--- src/rtl/core/bmpq_pkg.sv ---
// Shared types, constants and quantizer helpers for the BMP row unpack block.
package bmpq_pkg;

  localparam int unsigned MAX_WIDTH_DEF   = 2048;
  localparam int unsigned REMAP_DEPTH_DEF = 256;
  localparam int unsigned QUEUE_DEPTH     = 4;

  // Fixed widths set by the register and field formats
  localparam int unsigned CFGW = 12;  // widest register
  localparam int unsigned COLW = 13;  // column counter, saturating past 12 bits
  localparam int unsigned LENW = 15;  // data length / stride arithmetic

  localparam logic [1:0] FMT_4BPP  = 2'd0;
  localparam logic [1:0] FMT_8BPP  = 2'd1;
  localparam logic [1:0] FMT_24BPP = 2'd2;

  localparam logic [1:0] CFG_PIXEL_FORMAT = 2'd0;
  localparam logic [1:0] CFG_IMAGE_WIDTH  = 2'd1;
  localparam logic [1:0] CFG_CLIP_START   = 2'd2;
  localparam logic [1:0] CFG_CLIP_END     = 2'd3;

  localparam logic [1:0]  RST_PIXEL_FORMAT = FMT_8BPP;
  localparam logic [11:0] RST_IMAGE_WIDTH  = 12'd1;
  localparam logic [11:0] RST_CLIP_START   = 12'd0;
  localparam logic [11:0] RST_CLIP_END     = 12'd2048;

  localparam logic [5:0] THR_BLACK = 6'd10;
  localparam logic [5:0] THR_1     = 6'd26;
  localparam logic [5:0] THR_2     = 6'd38;
  localparam logic [5:0] THR_3     = 6'd50;
  localparam logic [5:0] THR_4     = 6'd54;
  localparam logic [5:0] THR_5     = 6'd59;
  localparam logic [5:0] THR_WHITE = 6'd62;

  localparam logic [7:0] RED_STEP   = 8'd36;
  localparam logic [7:0] RED_TOP    = 8'd180;
  localparam logic [7:0] WHITE_CODE = 8'd15;
  localparam logic [7:0] BLACK_CODE = 8'd0;
  localparam logic [7:0] NIB_HI     = 8'hf0;
  localparam logic [7:0] NIB_LO     = 8'h0f;

  typedef struct packed {
    logic       vld;
    logic       direct;  // val is the final pixel value, no table lookup
    logic [7:0] val;     // table index, or final value when direct
    logic [11:0] col;
  } pix_t;

  typedef struct packed {
    logic       is_wr;
    logic [7:0] wr_idx;
    logic [7:0] wr_val;
    pix_t       p0;
    pix_t       p1;
  } entry_t;

  function automatic logic [2:0] level_of(input logic [5:0] v);
    logic [2:0] l;
    if (v <= THR_1)     l = 3'd0;
    else if (v < THR_2) l = 3'd1;
    else if (v < THR_3) l = 3'd2;
    else if (v < THR_4) l = 3'd3;
    else if (v < THR_5) l = 3'd4;
    else                l = 3'd5;
    return l;
  endfunction

  // red uses a strict compare at the first threshold, unlike level_of
  function automatic logic [7:0] red_base(input logic [5:0] r);
    logic [7:0] c;
    if (r < THR_1)      c = 8'd0;
    else if (r < THR_2) c = RED_STEP;
    else if (r < THR_3) c = 8'(2 * RED_STEP);
    else if (r < THR_4) c = 8'(3 * RED_STEP);
    else if (r < THR_5) c = 8'(4 * RED_STEP);
    else                c = RED_TOP;
    return c;
  endfunction

  function automatic logic [7:0] cube_index(input logic [5:0] r, input logic [5:0] g,
                                            input logic [5:0] b);
    logic [7:0] gl;
    logic [7:0] bl;
    gl = {5'd0, level_of(g)};
    bl = {5'd0, level_of(b)};
    return red_base(r) + (gl << 2) + (gl << 1) + bl;
  endfunction

endpackage

--- src/rtl/core/bmpq_ram.sv ---
// Generic simple dual-port RAM with registered read.
module bmpq_ram #(
  parameter int unsigned WIDTH = 8,
  parameter int unsigned DEPTH = 256,
  localparam int unsigned AW = $clog2(DEPTH)
) (
  input  logic             clk,
  input  logic             we,
  input  logic [AW-1:0]    waddr,
  input  logic [WIDTH-1:0] wdata,
  input  logic             re,
  input  logic [AW-1:0]    raddr,
  output logic [WIDTH-1:0] rdata
);

  logic [WIDTH-1:0] mem [DEPTH];
  logic [WIDTH-1:0] rdata_r;

  always_ff @(posedge clk) begin
    if (we) begin
      mem[waddr] <= wdata;
    end
    if (re) begin
      rdata_r <= mem[raddr];
    end
  end

  assign rdata = rdata_r;

endmodule

--- src/rtl/core/bmpq_front.sv ---
// Front end: config registers, row byte tracking, unpack, quantize and clip.
module bmpq_front #(
  parameter int unsigned MAX_WIDTH   = bmpq_pkg::MAX_WIDTH_DEF,
  parameter int unsigned REMAP_DEPTH = bmpq_pkg::REMAP_DEPTH_DEF
) (
  input  logic                  clk,
  input  logic                  rst_n,
  input  logic                  cfg_valid,
  output logic                  cfg_ready,
  input  logic [1:0]            cfg_index,
  input  logic [bmpq_pkg::CFGW-1:0] cfg_wdata,
  input  logic                  in_valid,
  output logic                  in_stall,
  input  logic                  in_mode,
  input  logic [7:0]            in_data_byte,
  input  logic [7:0]            in_table_index,
  input  logic [7:0]            in_table_value,
  input  logic                  q_full,
  output logic                  q_push,
  output bmpq_pkg::entry_t      q_entry
);

  localparam int unsigned WMAX       = (MAX_WIDTH < 4095) ? MAX_WIDTH : 4095;
  localparam int unsigned STRIDE_MAX = ((WMAX * 24 + 31) / 32) * 4;
  localparam int unsigned CW         = $clog2(STRIDE_MAX + 1);
  localparam logic [12:0] WCAP       = 13'(WMAX);
  localparam logic [8:0]  DEPTH9     = 9'(REMAP_DEPTH);
  localparam int unsigned COLW       = bmpq_pkg::COLW;
  localparam int unsigned LENW       = bmpq_pkg::LENW;

  logic [1:0]  fmt_r;
  logic [11:0] width_r, clip_start_r, clip_end_r;

  logic [CW-1:0]   cnt_r, cnt_nxt;
  logic [COLW-1:0] col_r, col_nxt;
  logic [1:0]      phase_r, phase_nxt;
  logic [5:0]      blue_r, blue_nxt, green_r, green_nxt;

  logic [11:0]     w;
  logic [LENW-1:0] w_l, w3, data_len, stride, cnt_inc;
  logic [COLW-1:0] col1, col2;
  logic            accept;

  logic       pa_has, pa_direct, pb_has, pb_direct;
  logic [7:0] pa_val, pb_val;
  logic       pa_emit, pb_emit;
  bmpq_pkg::pix_t pa, pb;
  logic [5:0] red6;

  function automatic logic [COLW-1:0] sat_inc(input logic [COLW-1:0] c);
    return (&c) ? c : c + COLW'(1);
  endfunction

  function automatic logic in_clip(input logic [COLW-1:0] c, input logic [11:0] lo,
                                   input logic [11:0] hi);
    return (c > {1'b0, lo}) && (c < {1'b0, hi});
  endfunction

  // index past the table end reads as zero
  function automatic bmpq_pkg::pix_t mk_pix(input logic emit, input logic direct,
                                            input logic [7:0] v,
                                            input logic [COLW-1:0] c);
    bmpq_pkg::pix_t p;
    p.vld    = emit;
    p.col    = c[11:0];
    if (!direct && ({1'b0, v} >= DEPTH9)) begin
      p.direct = 1'b1;
      p.val    = 8'd0;
    end else begin
      p.direct = direct;
      p.val    = v;
    end
    return p;
  endfunction

  assign cfg_ready = 1'b1;
  assign in_stall  = q_full;
  assign accept    = in_valid && !q_full;

  always_ff @(posedge clk) begin
    if (!rst_n) begin
      fmt_r        <= bmpq_pkg::RST_PIXEL_FORMAT;
      width_r      <= bmpq_pkg::RST_IMAGE_WIDTH;
      clip_start_r <= bmpq_pkg::RST_CLIP_START;
      clip_end_r   <= bmpq_pkg::RST_CLIP_END;
    end else if (cfg_valid) begin
      case (cfg_index)
        bmpq_pkg::CFG_PIXEL_FORMAT: fmt_r        <= cfg_wdata[1:0];
        bmpq_pkg::CFG_IMAGE_WIDTH:  width_r      <= cfg_wdata[11:0];
        bmpq_pkg::CFG_CLIP_START:   clip_start_r <= cfg_wdata[11:0];
        bmpq_pkg::CFG_CLIP_END:     clip_end_r   <= cfg_wdata[11:0];
        default: ;
      endcase
    end
  end

  // effective width, data bytes and padded stride of one row
  always_comb begin
    if (width_r == 12'd0)            w = 12'd1;
    else if ({1'b0, width_r} > WCAP) w = WCAP[11:0];
    else                             w = width_r;
    w_l = LENW'(w);
    w3  = (w_l << 1) + w_l;
    case (fmt_r)
      bmpq_pkg::FMT_4BPP: begin
        data_len = (w_l + LENW'(1)) >> 1;
        stride   = ((w_l + LENW'(7)) >> 3) << 2;
      end
      bmpq_pkg::FMT_24BPP: begin
        data_len = w3;
        stride   = ((w3 + LENW'(3)) >> 2) << 2;
      end
      default: begin
        data_len = w_l;
        stride   = ((w_l + LENW'(3)) >> 2) << 2;
      end
    endcase
  end

  always_comb begin
    col1      = sat_inc(col_r);
    col2      = sat_inc(col1);
    red6      = in_data_byte[7:2];
    pa_has    = 1'b0;
    pa_direct = 1'b0;
    pa_val    = in_data_byte;
    pb_has    = 1'b0;
    pb_direct = 1'b0;
    pb_val    = in_data_byte & bmpq_pkg::NIB_LO;
    col_nxt   = col_r;
    phase_nxt = phase_r;
    blue_nxt  = blue_r;
    green_nxt = green_r;
    if (LENW'(cnt_r) < data_len) begin
      case (fmt_r)
        bmpq_pkg::FMT_4BPP: begin
          pa_has = 1'b1;
          pa_val = (in_data_byte & bmpq_pkg::NIB_HI) >> 4;
          // odd width: low nibble of the last byte is not a pixel
          if (col1 <= {1'b0, w}) begin
            pb_has  = 1'b1;
            col_nxt = col2;
          end else begin
            col_nxt = col1;
          end
        end
        bmpq_pkg::FMT_24BPP: begin
          if (phase_r == 2'd0) begin
            blue_nxt  = red6;
            phase_nxt = 2'd1;
          end else if (phase_r == 2'd1) begin
            green_nxt = red6;
            phase_nxt = 2'd2;
          end else begin
            pa_has    = 1'b1;
            phase_nxt = 2'd0;
            col_nxt   = col1;
            if (red6 < bmpq_pkg::THR_BLACK && green_r < bmpq_pkg::THR_BLACK &&
                blue_r < bmpq_pkg::THR_BLACK) begin
              pa_direct = 1'b1;
              pa_val    = bmpq_pkg::BLACK_CODE;
            end else if (red6 > bmpq_pkg::THR_WHITE && green_r > bmpq_pkg::THR_WHITE &&
                         blue_r > bmpq_pkg::THR_WHITE) begin
              pa_direct = 1'b1;
              pa_val    = bmpq_pkg::WHITE_CODE;
            end else begin
              pa_val = bmpq_pkg::cube_index(red6, green_r, blue_r);
            end
          end
        end
        default: begin
          pa_has  = 1'b1;
          col_nxt = col1;
        end
      endcase
    end
    cnt_inc = LENW'(cnt_r) + LENW'(1);
    if (cnt_inc >= stride) begin
      cnt_nxt   = '0;
      col_nxt   = COLW'(1);
      phase_nxt = 2'd0;
    end else begin
      cnt_nxt = cnt_inc[CW-1:0];
    end
  end

  assign pa_emit = pa_has && in_clip(col_r, clip_start_r, clip_end_r);
  assign pb_emit = pb_has && in_clip(col1, clip_start_r, clip_end_r);
  assign pa      = mk_pix(pa_emit, pa_direct, pa_val, col_r);
  assign pb      = mk_pix(pb_emit, pb_direct, pb_val, col1);

  // a queued pixel word always has its first pixel in p0
  always_comb begin
    q_entry.is_wr  = in_mode;
    q_entry.wr_idx = in_table_index;
    q_entry.wr_val = in_table_value;
    if (pa_emit) begin
      q_entry.p0 = pa;
      q_entry.p1 = pb;
    end else begin
      q_entry.p0 = pb;
      q_entry.p1 = '0;
    end
    if (in_mode) begin
      q_push = accept && ({1'b0, in_table_index} < DEPTH9);
    end else begin
      q_push = accept && (pa_emit || pb_emit);
    end
  end

  always_ff @(posedge clk) begin
    if (!rst_n) begin
      cnt_r   <= '0;
      col_r   <= COLW'(1);
      phase_r <= 2'd0;
      blue_r  <= 6'd0;
      green_r <= 6'd0;
    end else if (accept && !in_mode) begin
      cnt_r   <= cnt_nxt;
      col_r   <= col_nxt;
      phase_r <= phase_nxt;
      blue_r  <= blue_nxt;
      green_r <= green_nxt;
    end
  end

endmodule

--- src/rtl/core/bmpq_fifo.sv ---
// Short queue of classified words between front end and lookup back end.
module bmpq_fifo #(
  parameter int unsigned DEPTH = bmpq_pkg::QUEUE_DEPTH
) (
  input  logic             clk,
  input  logic             rst_n,
  input  logic             push,
  input  bmpq_pkg::entry_t wdata,
  input  logic             pop,
  output bmpq_pkg::entry_t rdata,
  output logic             full,
  output logic             empty
);

  localparam int unsigned PW = (DEPTH > 1) ? $clog2(DEPTH) : 1;
  localparam int unsigned NW = $clog2(DEPTH + 1);

  bmpq_pkg::entry_t slots [DEPTH];
  logic [PW-1:0] wp_r, rp_r;
  logic [NW-1:0] cnt_r, cnt_nxt;

  function automatic logic [PW-1:0] ptr_inc(input logic [PW-1:0] p);
    return (p == PW'(DEPTH - 1)) ? '0 : p + PW'(1);
  endfunction

  assign full  = (cnt_r == NW'(DEPTH));
  assign empty = (cnt_r == '0);
  assign rdata = slots[rp_r];

  always_comb begin
    cnt_nxt = cnt_r;
    if (push && !pop)      cnt_nxt = cnt_r + NW'(1);
    else if (pop && !push) cnt_nxt = cnt_r - NW'(1);
  end

  always_ff @(posedge clk) begin
    if (push) begin
      slots[wp_r] <= wdata;
    end
  end

  always_ff @(posedge clk) begin
    if (!rst_n) begin
      wp_r  <= '0;
      rp_r  <= '0;
      cnt_r <= '0;
    end else begin
      if (push) wp_r <= ptr_inc(wp_r);
      if (pop)  rp_r <= ptr_inc(rp_r);
      cnt_r <= cnt_nxt;
    end
  end

  a_no_overflow: assert property (@(posedge clk) disable iff (!rst_n) push |-> !full)
    else $error("queue push while full");
  a_no_underflow: assert property (@(posedge clk) disable iff (!rst_n) pop |-> !empty)
    else $error("queue pop while empty");

endmodule

--- src/rtl/core/bmpq_back.sv ---
// Back end: remap table writes, lookups and the output register.
module bmpq_back #(
  parameter int unsigned REMAP_DEPTH = bmpq_pkg::REMAP_DEPTH_DEF
) (
  input  logic             clk,
  input  logic             rst_n,
  input  bmpq_pkg::entry_t head,
  input  logic             q_empty,
  output logic             q_pop,
  output logic             out_valid,
  input  logic             out_stall,
  output logic [7:0]       out_pixel_value,
  output logic [11:0]      out_column,
  output logic             out_last_of_item
);

  localparam int unsigned AW = $clog2(REMAP_DEPTH);

  logic        sub_r, sub_nxt;
  logic        ov_r, ov_nxt;
  logic        od_r;
  logic [7:0]  odv_r;
  logic [11:0] ocol_r;
  logic        olast_r;

  logic           can_issue, issue, ram_we, cur_last;
  bmpq_pkg::pix_t cur;
  logic [7:0]     ram_rdata;

  assign cur       = sub_r ? head.p1 : head.p0;
  assign cur_last  = sub_r || !head.p1.vld;
  assign can_issue = !ov_r || !out_stall;
  assign ram_we    = !q_empty && head.is_wr;
  assign issue     = !q_empty && !head.is_wr && can_issue;
  assign q_pop     = ram_we || (issue && cur_last);

  bmpq_ram #(
    .WIDTH (8),
    .DEPTH (REMAP_DEPTH)
  ) u_remap (
    .clk   (clk),
    .we    (ram_we),
    .waddr (head.wr_idx[AW-1:0]),
    .wdata (head.wr_val),
    .re    (issue),
    .raddr (cur.val[AW-1:0]),
    .rdata (ram_rdata)
  );

  always_comb begin
    sub_nxt = sub_r;
    if (issue) sub_nxt = !cur_last;
    if (issue)             ov_nxt = 1'b1;
    else if (!out_stall)   ov_nxt = 1'b0;
    else                   ov_nxt = ov_r;
  end

  always_ff @(posedge clk) begin
    if (!rst_n) begin
      sub_r <= 1'b0;
      ov_r  <= 1'b0;
    end else begin
      sub_r <= sub_nxt;
      ov_r  <= ov_nxt;
    end
  end

  always_ff @(posedge clk) begin
    if (issue) begin
      od_r    <= cur.direct;
      odv_r   <= cur.val;
      ocol_r  <= cur.col;
      olast_r <= cur_last;
    end
  end

  // RAM read data holds while the word waits, since reads fire only on issue
  assign out_valid        = ov_r;
  assign out_pixel_value  = od_r ? odv_r : ram_rdata;
  assign out_column       = ocol_r;
  assign out_last_of_item = olast_r;

  a_p0_first: assert property (@(posedge clk) disable iff (!rst_n)
    (!q_empty && !head.is_wr) |-> head.p0.vld)
    else $error("pixel word without first pixel");
  a_sub_has_p1: assert property (@(posedge clk) disable iff (!rst_n)
    sub_r |-> (!q_empty && !head.is_wr && head.p1.vld))
    else $error("second-pixel phase with no second pixel");
  a_read_hold: assert property (@(posedge clk) disable iff (!rst_n)
    issue |-> (!ov_r || !out_stall))
    else $error("table read while output word is held");

endmodule

--- src/rtl/core/bmp_row_pixel_unpack_quantize_top.sv ---
// Top level: BMP row byte unpack, 6x6x6 quantize, clip and palette remap.
// Takes one byte or table write per clock while in_stall is low; an accepted
// byte's first result passes the queue register, then the remap RAM read
// register. Results leave one per clock while out_stall is low, so 4 bpp bytes
// yielding two pixels outpace them; the 4-word queue absorbs short bursts.
// rst_n is synchronous, active low: registers take their defaults and row
// state restarts; the remap table is not cleared and must be written before use.
module bmp_row_pixel_unpack_quantize_top #(
  parameter int unsigned MAX_WIDTH   = bmpq_pkg::MAX_WIDTH_DEF,
  parameter int unsigned REMAP_DEPTH = bmpq_pkg::REMAP_DEPTH_DEF
) (
  input  logic        clk,
  input  logic        rst_n,
  input  logic        cfg_valid,
  output logic        cfg_ready,
  input  logic [1:0]  cfg_index,
  input  logic [11:0] cfg_wdata,
  input  logic        in_valid,
  output logic        in_stall,
  input  logic        in_mode,
  input  logic [7:0]  in_data_byte,
  input  logic [7:0]  in_table_index,
  input  logic [7:0]  in_table_value,
  output logic        out_valid,
  input  logic        out_stall,
  output logic [7:0]  out_pixel_value,
  output logic [11:0] out_column,
  output logic        out_last_of_item
);

  logic             q_push, q_pop, q_full, q_empty;
  bmpq_pkg::entry_t q_wdata, q_head;

  bmpq_front #(
    .MAX_WIDTH   (MAX_WIDTH),
    .REMAP_DEPTH (REMAP_DEPTH)
  ) u_front (
    .clk            (clk),
    .rst_n          (rst_n),
    .cfg_valid      (cfg_valid),
    .cfg_ready      (cfg_ready),
    .cfg_index      (cfg_index),
    .cfg_wdata      (cfg_wdata),
    .in_valid       (in_valid),
    .in_stall       (in_stall),
    .in_mode        (in_mode),
    .in_data_byte   (in_data_byte),
    .in_table_index (in_table_index),
    .in_table_value (in_table_value),
    .q_full         (q_full),
    .q_push         (q_push),
    .q_entry        (q_wdata)
  );

  bmpq_fifo #(
    .DEPTH (bmpq_pkg::QUEUE_DEPTH)
  ) u_queue (
    .clk   (clk),
    .rst_n (rst_n),
    .push  (q_push),
    .wdata (q_wdata),
    .pop   (q_pop),
    .rdata (q_head),
    .full  (q_full),
    .empty (q_empty)
  );

  bmpq_back #(
    .REMAP_DEPTH (REMAP_DEPTH)
  ) u_back (
    .clk              (clk),
    .rst_n            (rst_n),
    .head             (q_head),
    .q_empty          (q_empty),
    .q_pop            (q_pop),
    .out_valid        (out_valid),
    .out_stall        (out_stall),
    .out_pixel_value  (out_pixel_value),
    .out_column       (out_column),
    .out_last_of_item (out_last_of_item)
  );

endmodule

--- config.mk ---
export PLATFORM = sky130hd
export DESIGN_NAME = bmp_row_pixel_unpack_quantize_top
export DESIGN_NICKNAME = d
export VERILOG_FILES = /design/src/rtl/core/bmpq_pkg.sv /design/src/rtl/core/bmpq_ram.sv /design/src/rtl/core/bmpq_front.sv /design/src/rtl/core/bmpq_fifo.sv /design/src/rtl/core/bmpq_back.sv /design/src/rtl/core/bmp_row_pixel_unpack_quantize_top.sv
export SDC_FILE = /design/constraint.sdc
export NUM_CORES = 2
export LEC_CHECK = 0
export BUFFER_PORTS_ARGS = -buffer_cell sky130_fd_sc_hd__buf_4
export CAP_MARGIN = 10
export CORE_MARGIN = 10
export CORE_UTILIZATION = 37
export CTS_CLUSTER_DIAMETER = 200
export DETAILED_ROUTE_END_ITERATION = 8
export GPL_TIMING_DRIVEN = 0
export PLACE_DENSITY = 0.5
export SKIP_LAST_GASP = 1
export SYNTH_ARGS = -nofsm -noshare
export SYNTH_HDL_FRONTEND = slang
export SYNTH_SLANG_ARGS = --single-unit
--- constraint.sdc ---
create_clock -name clk -period 6.9 [get_ports clk]
set_input_delay 0 -clock clk [delete_from_list [all_inputs] [get_ports clk]]
set_output_delay 0 -clock clk [all_outputs]
set_load 0.01 [all_outputs]
Yosys cells after proc, flatten, opt, wreduce, memory -nomap -nowiden
Memories as Yosys holds them, arrays and structs flattened. A register that Yosys moved wholly into a read port is not among the register bits.
Cells that the tools add are included.
{ "totals": {"elab_cells": 211, "output_inout_bits": 24, "mem_bits_rw": 2292, "n_memories": 2, "mem_bits_ro": 0, "ff_bits": 109, "latch_bits": 0, "inputBits": 44} }
{ "op_classes": {"n_eq_ne": 11, "mul": 0, "n_bitwise": 1, "n_addsub": 15, "muxes": 86, "order_cmp": 29, "n_shift": 0, "n_reduce_logical": 49, "div": 0} }
{ "memory_table": {"columns": ["memory", "depth", "word_bits", "read_ports", "rd_clocked_by_memory_dff", "wr", "line", "text"], "rows": [
  ["u_back.u_remap.mem", 256, 8, 1, 1, 1, "bmpq_ram.sv:16", "logic [WIDTH-1:0] mem [DEPTH];"],
  ["u_queue.slots", 4, 61, 1, 1, 1, "bmpq_fifo.sv:18", "bmpq_pkg::entry_t slots [DEPTH];"]
]} }
{ "op_table": {"columns": ["cell", "n"], "rows": [
  ["two-way mux 8 bit", 16],
  ["two-way mux 13 bit", 8],
  ["less-than comparator 6 bit, second input constant", 12],
  ["two-way mux 3 bit", 22],
  ["one-hot mux 15 bit (2 select lines)", 2],
  ["two-way mux 44 bit", 1],
  ["adder 13 x 1 -> 13 bit, second input constant", 2],
  ["greater-than comparator 13 x 12 -> 1 bit", 2],
  ["less-than comparator 13 x 12 -> 1 bit", 2],
  ["one-hot mux 13 bit (2 select lines)", 1],
  ["AND reduction 13 bit", 2],
  ["two-way mux 12 bit", 2],
  ["two-way mux 1 bit", 22],
  ["two-way mux 21 bit", 1],
  ["greater-than comparator 6 bit, second input constant", 3],
  ["less-than comparator 6 x 4 -> 1 bit, second input constant", 3],
  ["two-way mux 2 bit", 9],
  ["logical AND 1 bit", 17],
  ["one-hot mux 8 bit (2 select lines)", 1],
  ["adder 15 x 2 -> 15 bit, second input constant", 1],
  [">= comparator 15 bit", 1],
  ["less-than comparator 13 x 15 -> 1 bit", 1],
  ["adder 13 x 1 -> 14 bit, second input constant", 1],
  ["adder 13 x 12 -> 14 bit", 1],
  ["other kinds (30)", 58]
]} }

Logic depth before layout (Yosys ltp)
{ "logic_depth": {"ltp_word": 22, "depth_mapped": 29, "mapped_depth_nobuf": 27} }

Modules after synthesis
A second synthesis with hierarchy kept.
{ "hier_totals": {"hier_cells": 5330, "hier_area_um2": 98869.8} }
{ "by_module_without_submodules": {"columns": ["mod", "area_per_inst_um2", "instances", "cells_per_inst"], "rows": [
  ["bmpq_ram", 79636.4, 1, 3733],
  ["bmpq_fifo", 9327.7, 1, 363],
  ["bmpq_front", 8673.3, 1, 1168],
  ["bmpq_back", 1232.4, 1, 66]
]} }

Worst setup path after synthesis
No wires, ideal clock.
{ "synth_timing": {"kind": "register to register", "startpoint": "register u_front.width_r[6]", "endpoint": "memory u_queue.slots[0][0] (netlist name) (enable)", "slack_ps": 318, "path_stages_with_launch": 25, "setup_ps": 419, "arrival_time_ps": 6163, "t_required_ps": 6481, "path_cell_list": "dfxtp_1 > clkbuf_1 > nor2_1 > a31oi_1 > nor2_1 > ha_1 > fa_1 > and4bb_2 > o31ai_1 > a221o_1 > nor2_1 > nor2_1 > xor2_1 > a211oi_1 > a21oi_1 > ha_1 > a21o_1 > a211o_1 > a311oi_1 > a311oi_2 > nor2_1 > and2_1 > o31a_1 > buf_2 > and2_1"} }
{ "synth_between": {"elab_chain_len": 13, "elab_cells_between_ends": 20, "cone_classes": "add/sub: 2; order compare: 3; mux: 10; reduce/logical: 5"} }
{ "synth_lines": {"columns": ["element", "line", "text"], "rows": [
  ["start, declared", "bmpq_front.sv:32", "logic [11:0] width_r, clip_start_r, clip_end_r;"],
  ["start signal, assigned", "bmpq_front.sv:83", "width_r <= bmpq_pkg::RST_IMAGE_WIDTH;"],
  ["start signal, assigned", "bmpq_front.sv:89", "bmpq_pkg::CFG_IMAGE_WIDTH: width_r <= cfg_wdata[11:0];"],
  ["greater-than comparator 12 bit", "bmpq_front.sv:100", "else if ({1'b0, width_r} > WCAP) w = WCAP[11:0];"],
  ["two-way mux 12 bit", "bmpq_front.sv:100", null],
  ["two-way mux 12 bit (*)", "bmpq_front.sv:99", "if (width_r == 12'd0) w = 12'd1;"],
  ["adder 13 x 12 -> 14 bit, or another cell as far along", "bmpq_front.sv:103", "w3 = (w_l << 1) + w_l;"],
  ["one-hot mux 15 bit (2 select lines) or two-way mux 1 bit (tied branches)", "bmpq_front.sv:104, bmpq_front.sv:140", null],
  ["less-than comparator 13 x 15 -> 1 bit or two-way mux 1 bit (tied branches)", "bmpq_front.sv:134, bmpq_front.sv:135", null],
  ["two-way mux 1 bit", "bmpq_front.sv:134", "if (LENW'(cnt_r) < data_len) begin"],
  ["logical AND 1 bit, on equally long branches", "bmpq_front.sv:187, bmpq_front.sv:188", null],
  ["logical OR 1 bit (*)", "bmpq_front.sv:207", "q_push = accept && (pa_emit || pb_emit);"],
  ["logical AND 1 bit (*)", "bmpq_front.sv:207", null],
  ["two-way mux 1 bit (*)", "bmpq_front.sv:204", "if (in_mode) begin"],
  ["net q_push", "bmp_row_pixel_unpack_quantize_top.sv:31", "logic q_push, q_pop, q_full, q_empty;"],
  ["two-way mux 1 bit (*)", "bmpq_fifo.sv:37", "if (push) begin"],
  ["two-way mux 1 bit (implied by the code) (*)", "bmpq_fifo.sv:38", "slots[wp_r] <= wdata;"],
  ["end, declared", "bmpq_fifo.sv:18", null]
]} }
Mark *: on every way through the listed nets, which the timed path passes. The rest lies on a longest branch.

==> summary.md <==
| Metric | Value |
|---|---|
| Result of the run | `complete, but fails checks` |
| Failing checks | `max-capacitance violations` |
| H-tree levels | `5` |
| Total Die Area | `286000 um2` |
| CP Capture Type | `flip-flop` |
| RSZ-0062 raised after global routing | `yes` |
| Sum of buffers and inverters on the critical path | `3` |
| Slowest-stage cell, CP | `sky130_fd_sc_hd__nand4_1` |
| CTS Root Cell | `sky130_fd_sc_hd__clkbuf_16` |
| Total power | `56.2 mW` |
| Number of distinct library cells after synthesis | `84` |
| Area of the mapped netlist | `97900 um2` |
| Number of synthesized flops with an enable pin | `2298` |
| Height of the die | `534 um` |
| Most common cell after layout, fill and taps aside | `sky130_fd_sc_hd__edfxtp_1` |
| Commonest cells after routing, fill and taps aside | `sky130_fd_sc_hd__edfxtp_1, sky130_fd_sc_hd__nand2_1, sky130_fd_sc_hd__nand3_1, sky130_fd_sc_hd__nor2_1` |
| Post-synthesis async set-or-reset flop share | `0` |
| Dominant cell type by area after synthesis | `sky130_fd_sc_hd__edfxtp_1` |
| Number of buffers inserted by port buffering | `61` |
| Power per Cell Area | `493 nW/um2` |
| Cells after synthesis | `6747` |
| Global Route Usage Sum | `0.275` |
| Dominant register cell in the synthesized netlist | `sky130_fd_sc_hd__edfxtp_1` |
| Number of antenna violations at the first check in global routing | `35` |
| Largest net degree at the start of global routing | `91` |
| Clock latency on the worst-skew pair | `0.97 ns` |
| Final setup violation count | `0` |
| Cell types with the largest area share after synthesis | `sky130_fd_sc_hd__edfxtp_1, sky130_fd_sc_hd__nand2_1, sky130_fd_sc_hd__mux4_2` |
| Clock-pin slew of the registers on the worst-case setup and hold paths | `0.06 ns` |
| Non-filler instance count after layout | `11000` |
| Top-level I/O count | `68` |
| Total negative slack | `0 ns` |
| TritonCTS Buffers | `280` |
| Kind of launch point of the worst setup path | `flip-flop` |
| Number of placed instances, taps included | `10400` |
| DRT antenna net count | `0` |
| Placed wire-length estimate after detailed placement | `283000 um` |
| Final worst path period share | `0.987` |
| Required time worst endpoint | `7.54 ns` |
| Sequence of cells on the critical path | `mux4_2 > mux2i_4 > clkbuf_1 > clkbuf_1 > clkbuf_1 > a31oi_1 > o211ai_1 > nand4_1 > nor2_1 > nor4_1` |
| Highest net fanout along the worst path | `10` |
| Vias in the first global route | `61800` |
| Hold WS | `0.0374 ns` |
| Worst Hold Class | `primary input to flip-flop` |
| Total DRC errors in the routed layout | `0` |
| Seq/Total Area, Yosys | `0.723` |
| Setup skew after layout | `0.0720 ns` |
| Post-synthesis area per instance | `14.5 um2` |
| Final-stage net count | `7436` |
| Count of warnings emitted by yosys | `0` |
| Relative slew slack | `0.00160` |
| Global route total overflow | `0` |
| Layout cell share with drive strength beyond 1 | `0.128` |
| Pre-CTS setup slack | `-1.30 ns` |
| Top achievable clock speed | `0.147 GHz` |
| Cell row count | `188` |
| Final WS setup | `0.0881 ns` |
| Area Growth Syn to Fin | `16.4%` |
| First-pass GRT wire length | `541000 um` |
| Slew of the pin with the lowest slew margin | `1.50 ns` |
| Clock tree from TritonCTS | `done` |
| Initial core utilization | `0.372` |
| Proportion of netlist area held by the largest area contributor | `0.705` |
| Number of pins with negative max-slew slack in the final report | `0` |
| Synthesis-stage register bit count | `2387` |
| Post-route minimum period | `6.81 ns` |
| Largest stage delay, worst path | `1.02 ns` |
| Total of fill cells in the finished design | `24000` |
| Worst Setup Path Type | `flip-flop to flip-flop` |
| Number of maximum-capacitance violations | `1` |
| DRT Wirelength | `407000 um` |
| Synth Net Count | `6909` |
| Cell mode on critical path | `sky130_fd_sc_hd__clkbuf_1` |
| Deepest clock path buffer count | `4` |
| Gate family responsible for the most delay along the worst path | `buffers and inverters` |
| CTS Sinks | `2387` |
| Pleak | `37.6 nW` |
| Data arrival time of the critical path | `7.45 ns` |
| Via/cell ratio | `6.03` |
| Wire length per cell after detailed routing | `37.1 um` |
| First-iteration detailed-routing DRC count | `10400` |
| Worst vdd rail ir drop | `345 uV` |
| Horizontal die dimension | `534 um` |
| Vias | `66300` |
| Final weighted congestion of routability-driven global placement | `0.967` |
| Total core area | `263000 um2` |
| Final hold violations | `0` |
| First-pass iteration count of the detailed router | `7` |
-- repair_timing --
action	in CTS	in global routing
setup buffers	3	0
endpoints found under the setup margin	387	248
gates resized for setup	16	15
pin swaps	3	1
hold buffers	90	0
hold endpoints to repair	219	0
-- stage by stage --
stage,util,cell area (um2)
after floorplan,-,97900
after global placement,0.391,103000
after detailed placement,0.397,104000
after CTS,0.433,114000
after global routing,0.433,114000
final,0.433,114000
-- synth_stat cells, types with 28 or more instances --
master                        n
sky130_fd_sc_hd__clkbuf_1   245
sky130_fd_sc_hd__buf_4       41
sky130_fd_sc_hd__inv_1       76
sky130_fd_sc_hd__edfxtp_1  2298
sky130_fd_sc_hd__nand2_1   1416
sky130_fd_sc_hd__a31oi_1    150
sky130_fd_sc_hd__ha_1       112
sky130_fd_sc_hd__nor2_1     376
sky130_fd_sc_hd__a21oi_1    133
sky130_fd_sc_hd__and2_1      28
sky130_fd_sc_hd__nand4_1    156
sky130_fd_sc_hd__nor2b_1     45
sky130_fd_sc_hd__nand3_1    385
sky130_fd_sc_hd__o21ai_0     96
sky130_fd_sc_hd__buf_1       29
sky130_fd_sc_hd__buf_2       48
sky130_fd_sc_hd__dfxtp_1     89
sky130_fd_sc_hd__and3_1      79
sky130_fd_sc_hd__o22ai_1     31
sky130_fd_sc_hd__nor3_1      29
sky130_fd_sc_hd__a22oi_1     71
sky130_fd_sc_hd__a21boi_0    47
sky130_fd_sc_hd__mux2i_1    120
sky130_fd_sc_hd__mux4_2     226
sky130_fd_sc_hd__xnor2_1     64
-- final cells by class --
class	count	area [um2]	area share
buffer	391	1970	0.0173
tap	3515	4400	0.0386
clock inverter	124	982	0.00862
inverter	83	320	0.00281
sequential	2387	70800	0.621
antenna	17	42.5	0.000373
timing repair buffer	248	3050	0.0268
clock buffer	346	7380	0.0648
multi-input combinational	3883	25000	0.220
-- worst reg2reg max path: stages, from the launching register on --
cell and delay (ns):
sky130_fd_sc_hd__dfxtp_1 0.46, sky130_fd_sc_hd__mux4_2 0.66, sky130_fd_sc_hd__mux2i_4 0.35, sky130_fd_sc_hd__clkbuf_1 0.99, sky130_fd_sc_hd__clkbuf_1 0.69, sky130_fd_sc_hd__clkbuf_1 0.85
sky130_fd_sc_hd__a31oi_1 0.35, sky130_fd_sc_hd__o211ai_1 0.71, sky130_fd_sc_hd__nand4_1 1.02, sky130_fd_sc_hd__nor2_1 0.35, sky130_fd_sc_hd__nor4_1 0.09
-- logic make-up (layout without fill, tap and decap cells) --
| family | after synthesis | count (layout) | synth area share |
|---|---|---|---|
| fa+ha+maj | 118 | 118 | 0.0155 |
| other cells | 1 | 18 | 0.0000383 |
| compound gates | 710 | 710 | 0.0479 |
| xor+xnor | 83 | 83 | 0.00742 |
| buf+inv | 477 | 1192 | 0.0232 |
| flops | 2387 | 2387 | 0.723 |
| simple gates | 2608 | 2608 | 0.117 |
| mux | 363 | 363 | 0.0665 |
-- state kept, by name, summed over array words and instances (netlist names), named ones only --
register / count
u_front.clip_end_r: 12
u_front.clip_start_r: 12
u_back.od_r: 1
u_back.out_column: 12
u_back.sub_r: 1
u_back.out_valid: 1
u_queue.rp_r: 2
u_queue.slots: 220
u_back.u_remap.rdata: 8
u_back.out_last_of_item: 1
u_queue.wp_r: 2
u_back.odv_r: 8
u_queue.cnt_r: 3
u_front.fmt_r: 2
u_front.width_r: 12
u_front.blue_r: 6
u_front.col_r: 13
u_front.phase_r: 2
u_front.green_r: 6
u_front.cnt_r: 13
u_back.u_remap.mem: 2048
-- path summary, 6_finish.rpt --
check                                      from                            endpoint  slack, ns  cells after the start
max                                   flip-flop   u_back.u_remap.rdata[2]$_DFFE_PP_       0.09                     10
max reg2reg                           flip-flop   u_back.u_remap.rdata[2]$_DFFE_PP_       0.09                     10
min                             in_data_byte[3]      u_front.blue_r[1]$_SDFFE_PN0P_       0.04                      4
min reg2reg  u_front.clip_end_r[3]$_SDFFE_PN0P_  u_front.clip_end_r[3]$_SDFFE_PN0P_       0.46                      2
-- power breakdown --
part	internal [mW]	leakage [nW]	switching [mW]
clock	8.11	4.10	5.95
sequential	18.2	21.5	0.150
combinational	5.39	12.0	18.3
-- layer usage --
layer / vias up / global-route usage / routed length (um)
met5: - / 0 / 122
met4: 16 / 0.146 / 26100
met3: 1060 / 0.0820 / 48700
met2: 4573 / 0.403 / 175000
met1: 34100 / 0.367 / 158000
li1: 26600 / - / -
Power figures use the tool's default switching activity.
